### src/design/sitda_pkg.sv
// sitda_pkg: shared types and constants for the signed integer to decimal ascii block
// no dependencies; compiled before every other file of the block
`timescale 1ns / 1ps
`default_nettype none

package sitda_pkg;

    localparam int VALUE_W     = 32;
    localparam int CHAR_W      = 8;
    localparam int DIGIT_W     = 4;
    localparam int DIGITS      = 10;
    localparam int DIG_IDX_W   = 4;
    localparam int STEP_W      = 5;
    localparam int QUEUE_DEPTH = 2;

    localparam logic [CHAR_W-1:0] CHAR_MINUS = 8'h2D;
    localparam logic [CHAR_W-1:0] CHAR_ZERO  = 8'h30;

    // classified item handed from the front part to the back part
    typedef struct packed {
        logic               neg;
        logic [VALUE_W-1:0] mag;
    } sitda_item_t;

    typedef logic [DIGITS-1:0][DIGIT_W-1:0] sitda_bcd_t;

endpackage

`default_nettype wire

### src/design/sitda_queue.sv
// sitda_queue: short first-in first-out queue of classified items between front and back
// depends on sitda_pkg
`timescale 1ns / 1ps
`default_nettype none

module sitda_queue
    import sitda_pkg::*;
#(
    parameter int DEPTH = QUEUE_DEPTH   // 2 to 16
)
(
    input  wire logic         clk,
    input  wire logic         rst_n,
    input  wire logic         push,
    input  wire sitda_item_t  push_item,
    output logic              full,
    input  wire logic         pop,
    output sitda_item_t       head_item,
    output logic              head_valid
);

    localparam int PTR_W = $clog2(DEPTH);
    localparam int CNT_W = $clog2(DEPTH + 1);
    localparam logic [PTR_W-1:0] LAST_PTR  = PTR_W'(DEPTH - 1);
    localparam logic [CNT_W-1:0] FULL_CNT  = CNT_W'(DEPTH);

    sitda_item_t      entry_reg [DEPTH];
    logic [PTR_W-1:0] wr_ptr_reg, wr_ptr_next;
    logic [PTR_W-1:0] rd_ptr_reg, rd_ptr_next;
    logic [CNT_W-1:0] count_reg, count_next;
    logic             do_push, do_pop;

    assign full       = (count_reg == FULL_CNT);
    assign head_valid = (count_reg != '0);
    assign head_item  = entry_reg[rd_ptr_reg];
    assign do_push    = push && !full;
    assign do_pop     = pop && head_valid;

    always_comb
    begin
        wr_ptr_next = wr_ptr_reg;
        rd_ptr_next = rd_ptr_reg;
        count_next  = count_reg;
        if (do_push)
        begin
            wr_ptr_next = (wr_ptr_reg == LAST_PTR) ? '0 : wr_ptr_reg + 1'b1;
        end
        if (do_pop)
        begin
            rd_ptr_next = (rd_ptr_reg == LAST_PTR) ? '0 : rd_ptr_reg + 1'b1;
        end
        if (do_push && !do_pop)
        begin
            count_next = count_reg + 1'b1;
        end
        else if (do_pop && !do_push)
        begin
            count_next = count_reg - 1'b1;
        end
    end

    always_ff @(posedge clk or negedge rst_n)
    begin
        if (!rst_n)
        begin
            wr_ptr_reg <= '0;
            rd_ptr_reg <= '0;
            count_reg  <= '0;
        end
        else
        begin
            wr_ptr_reg <= wr_ptr_next;
            rd_ptr_reg <= rd_ptr_next;
            count_reg  <= count_next;
        end
    end

    always_ff @(posedge clk)
    begin
        if (do_push)
        begin
            entry_reg[wr_ptr_reg] <= push_item;
        end
    end

endmodule

`default_nettype wire

### config.mk
export PLATFORM = sky130hd
export DESIGN_NAME = sitda_queue
export DESIGN_NICKNAME = d
export VERILOG_FILES = /design/src/design/sitda_pkg.sv /design/src/design/sitda_queue.sv
export SDC_FILE = /design/constraint.sdc
export NUM_CORES = 1
export LEC_CHECK = 0
export BUFFER_PORTS_ARGS = -buffer_cell sky130_fd_sc_hd__buf_2
export CORE_ASPECT_RATIO = 1.75
export CORE_MARGIN = 4
export CORE_UTILIZATION = 45
export DETAILED_ROUTE_END_ITERATION = 10
export PLACE_DENSITY = 0.78
export SLEW_MARGIN = 20
export SYNTH_ARGS = -nofsm -noshare
export SYNTH_HDL_FRONTEND = slang
export SYNTH_SLANG_ARGS = --single-unit
### constraint.sdc
create_clock -name clk -period 7.5 [get_ports clk]
set_input_delay 1.5 -clock clk [delete_from_list [all_inputs] [get_ports clk]]
set_output_delay 1.5 -clock clk [all_outputs]
set_load 0.01 [all_outputs]
==> implementation parameters <==
Parameter                              Value

Setup path
  R2r endpoint    entry_reg[0][18]
  Worst path required time    6.00 ns
  Worst setup path category    reg -> out
  Depth of the worst register-to-register path    3
  Setup crit start kind    flip-flop
  Element type at the critical path end    primary output
  Critical Path Source    rd_ptr_reg
  Worst Path Arrival    1.96 ns
  Setup slack of the most critical reg-to-reg path    5.67 ns
  Largest fanout of any net on the critical path    34
  Startpoint of the lowest-slack register-to-register path    count_reg[0]

Clock network
  Clock sink total    70
  Max Buffers Root-to-Sink    2
  CTS Hold Buffers Added    0
  Number of resized instances in the post-cts repair step    0
  Number of buffers inserted by post-CTS setup repair    0
  TritonCTS clock tree    yes
  Total CTS buffers    9
  Number of levels the H-tree was split into    3
  Clock network latency to the later pin of the worst-skew pair    0.34 ns
  Clock root cell    sky130_fd_sc_hd__clkbuf_8
  CTS clk-pin slew, worst paths    0.07 ns

Synthesis
  Post-synthesis cell area    0.00273 sq mm
  Count of different cell masters after synthesis    16
  Syn. warnings    0
  Mean post-synth cell area    22.4 sq um
  Post-Syn Instances    122
  Post-synthesis sequential element count    70
  FFs w/ async S/R, synth    5.71%
  Cell type contributing the most total cell area after synthesis    sky130_fd_sc_hd__edfxtp_1
  Yosys top cell area share    72.5%
  Area contributors post-synth    sky130_fd_sc_hd__edfxtp_1 (72%), sky130_fd_sc_hd__mux2_4 (16%), sky130_fd_sc_hd__dfrtp_1 (3.7%)
  Most frequently used cell type in the post-synthesis netlist    sky130_fd_sc_hd__edfxtp_1
  Fraction of the yosys area taken by sequential cells    76.2%
  Net Count, Synth    160
  Most numerous cell types in the synthesized netlist    sky130_fd_sc_hd__edfxtp_1 (66), sky130_fd_sc_hd__mux2_4 (29), sky130_fd_sc_hd__dfrtp_1 (4), sky130_fd_sc_hd__mux2_2 (4)
  Number of flops mapped to enable cells by yosys    66
  Most frequently used flop master after synthesis    sky130_fd_sc_hd__edfxtp_1

STA
  Final number of max-transition violations    0
  Max Freq    289 MHz
  Slack of the critical path    4.04 ns
  Number of failing hold endpoints at the final stage    0
  Setup_tns    0 ns
  Fraction of the cycle the final worst path needs    46.2%
  Final Skew    0.00724 ns
  Tightest Pin Transition    1.04 ns
  Setup repair after global routing missed its margin    false
  Number of setup violations in the final report    0
  Period minus WS final    3.46 ns
  Worst slew margin relative to its limit    30.4%

Power
  Leakage power summed over all cells    0.00136 uW
  Highest ir drop seen on vdd    0.239 mV
  Power density over the cells    390 mW/mm^2

Hold path
  Startpoint of the lowest-slack hold path    count_reg[1]
  Hold-critical path depth    1
  Worst min-delay path endpoint    count_reg[1]
  Class of the worst hold path    reg -> reg

Floorplanning
  Standard-cell row count    37
  Vertical die dimension    111 microns
  Initial cell density of the core    46.5%
  Floorplan core area    0.00588 sq mm
  Die Footprint    0.00744 sq mm
  Number of top-level design ports    72
  Die extent in x    66.9 microns

Routing
  Vias after detailed routing    1,330
  DRC marker count from the first detailed-route iteration    65
  Average detailed-routed wire length per instance    14.9 microns
  Final routed wirelength across all metal layers    4220 microns
  1st-pass router iterations    4
  Average vias per placed instance    4.68
  DRC viols    0
  Number of antenna-violating nets in the routed design    0

Placement
  Placed wire-length estimate    2920 microns
  DP Worst Slack    4.37 ns
  Weighted congestion at the end of routability-driven global placement    0.666
  Buffers added on ports    71
  Instance area at placement    0.00313 sq mm

GRT
  Overall global routing resource usage    12.5%
  Total congestion overflow    0
  Maximum number of pins on one net before global-route repair    35
  Number of antenna violations at the first check in global routing    0
  First-pass GRT wire length    6690 microns
  Number of global-route vias before repair    1,388

Final layout
  Fin nets    239
  Synthesis-to-finish area growth    22.3%
  Final core utilization    56.9%
  Max reg flops    66
  # diodes    0
  Final Cell Area    0.00334 sq mm
  Fraction of layout instances using a drive strength above 1    59.2%

Run
  Max-cap violations    0

Outcome
  Status    finished clean
-- worst max-delay path, stage by stage, from the launching register on --
cell,delay (ns)
sky130_fd_sc_hd__dfrtp_2,1.06
sky130_fd_sc_hd__mux2_2,0.42
sky130_fd_sc_hd__buf_2,0.14
-- placed cells by master (no fill, tap or decap), types with 2 or more instances in the layout --
master                       n
sky130_fd_sc_hd__edfxtp_1   66
sky130_fd_sc_hd__bufinv_16   2
sky130_fd_sc_hd__inv_1       2
sky130_fd_sc_hd__buf_2      71
sky130_fd_sc_hd__clkinv_1    2
sky130_fd_sc_hd__xor2_1      2
sky130_fd_sc_hd__mux2_2      4
sky130_fd_sc_hd__dfrtp_1     3
sky130_fd_sc_hd__xnor2_1     3
sky130_fd_sc_hd__mux2_4     29
sky130_fd_sc_hd__clkbuf_8    9
-- power by group --
group	internal (uW)	switching, uW
registers	537	76.1
clock network	185	129
logic	218	161
total	940	366
-- worst max path at each step --
stage | cells past startpoint | endpoint
floorplan | 2 | entry_reg[0][0]
global placement | 2 | head_item[18]
detailed placement | 2 | head_item[17]
CTS | 2 | head_item[17]
global route | 2 | head_item[18]
finish | 2 | head_item[17]
-- kinds of logic after synthesis --
group         synth area share [%]
flops                         76.2
fa+ha+maj                    0.458
buf+inv                       2.88
simple gates                  1.33
mux                           17.6
xor+xnor                      1.60
-- layer usage --
metal | part of all wire (%) | track usage [%]
met5 | 0 | 0
met4 | 2.3 | 6.91
met3 | 8.0 | 5.07
met1 | 34 | 12.3
met2 | 55 | 21.4
-- per-stage QoR --
step | cells | power, uW | hold slack (ns)
2_1_floorplan | 122 | 906 | 0.456
3_3_place_gp | 268 | 1000 | 0.474
3_5_place_dp | 268 | 1010 | 0.511
4_1_cts | 284 | 1330 | 0.525
5_1_grt | 284 | 1380 | 0.551
6_report | 284 | 1310 | 0.530
-- layout make-up --
class	instances	area, sq um
Fill cell	500	2530
Sequential cell	70	2080
Multi-Input combinational cell	46	581
Timing Repair Buffer	72	363
Clock buffer	9	124
Tap cell	78	97.6
Clock inverter	7	88.8
Inverter	2	7.51
Note: power is estimated with default switching activity, not from simulation.
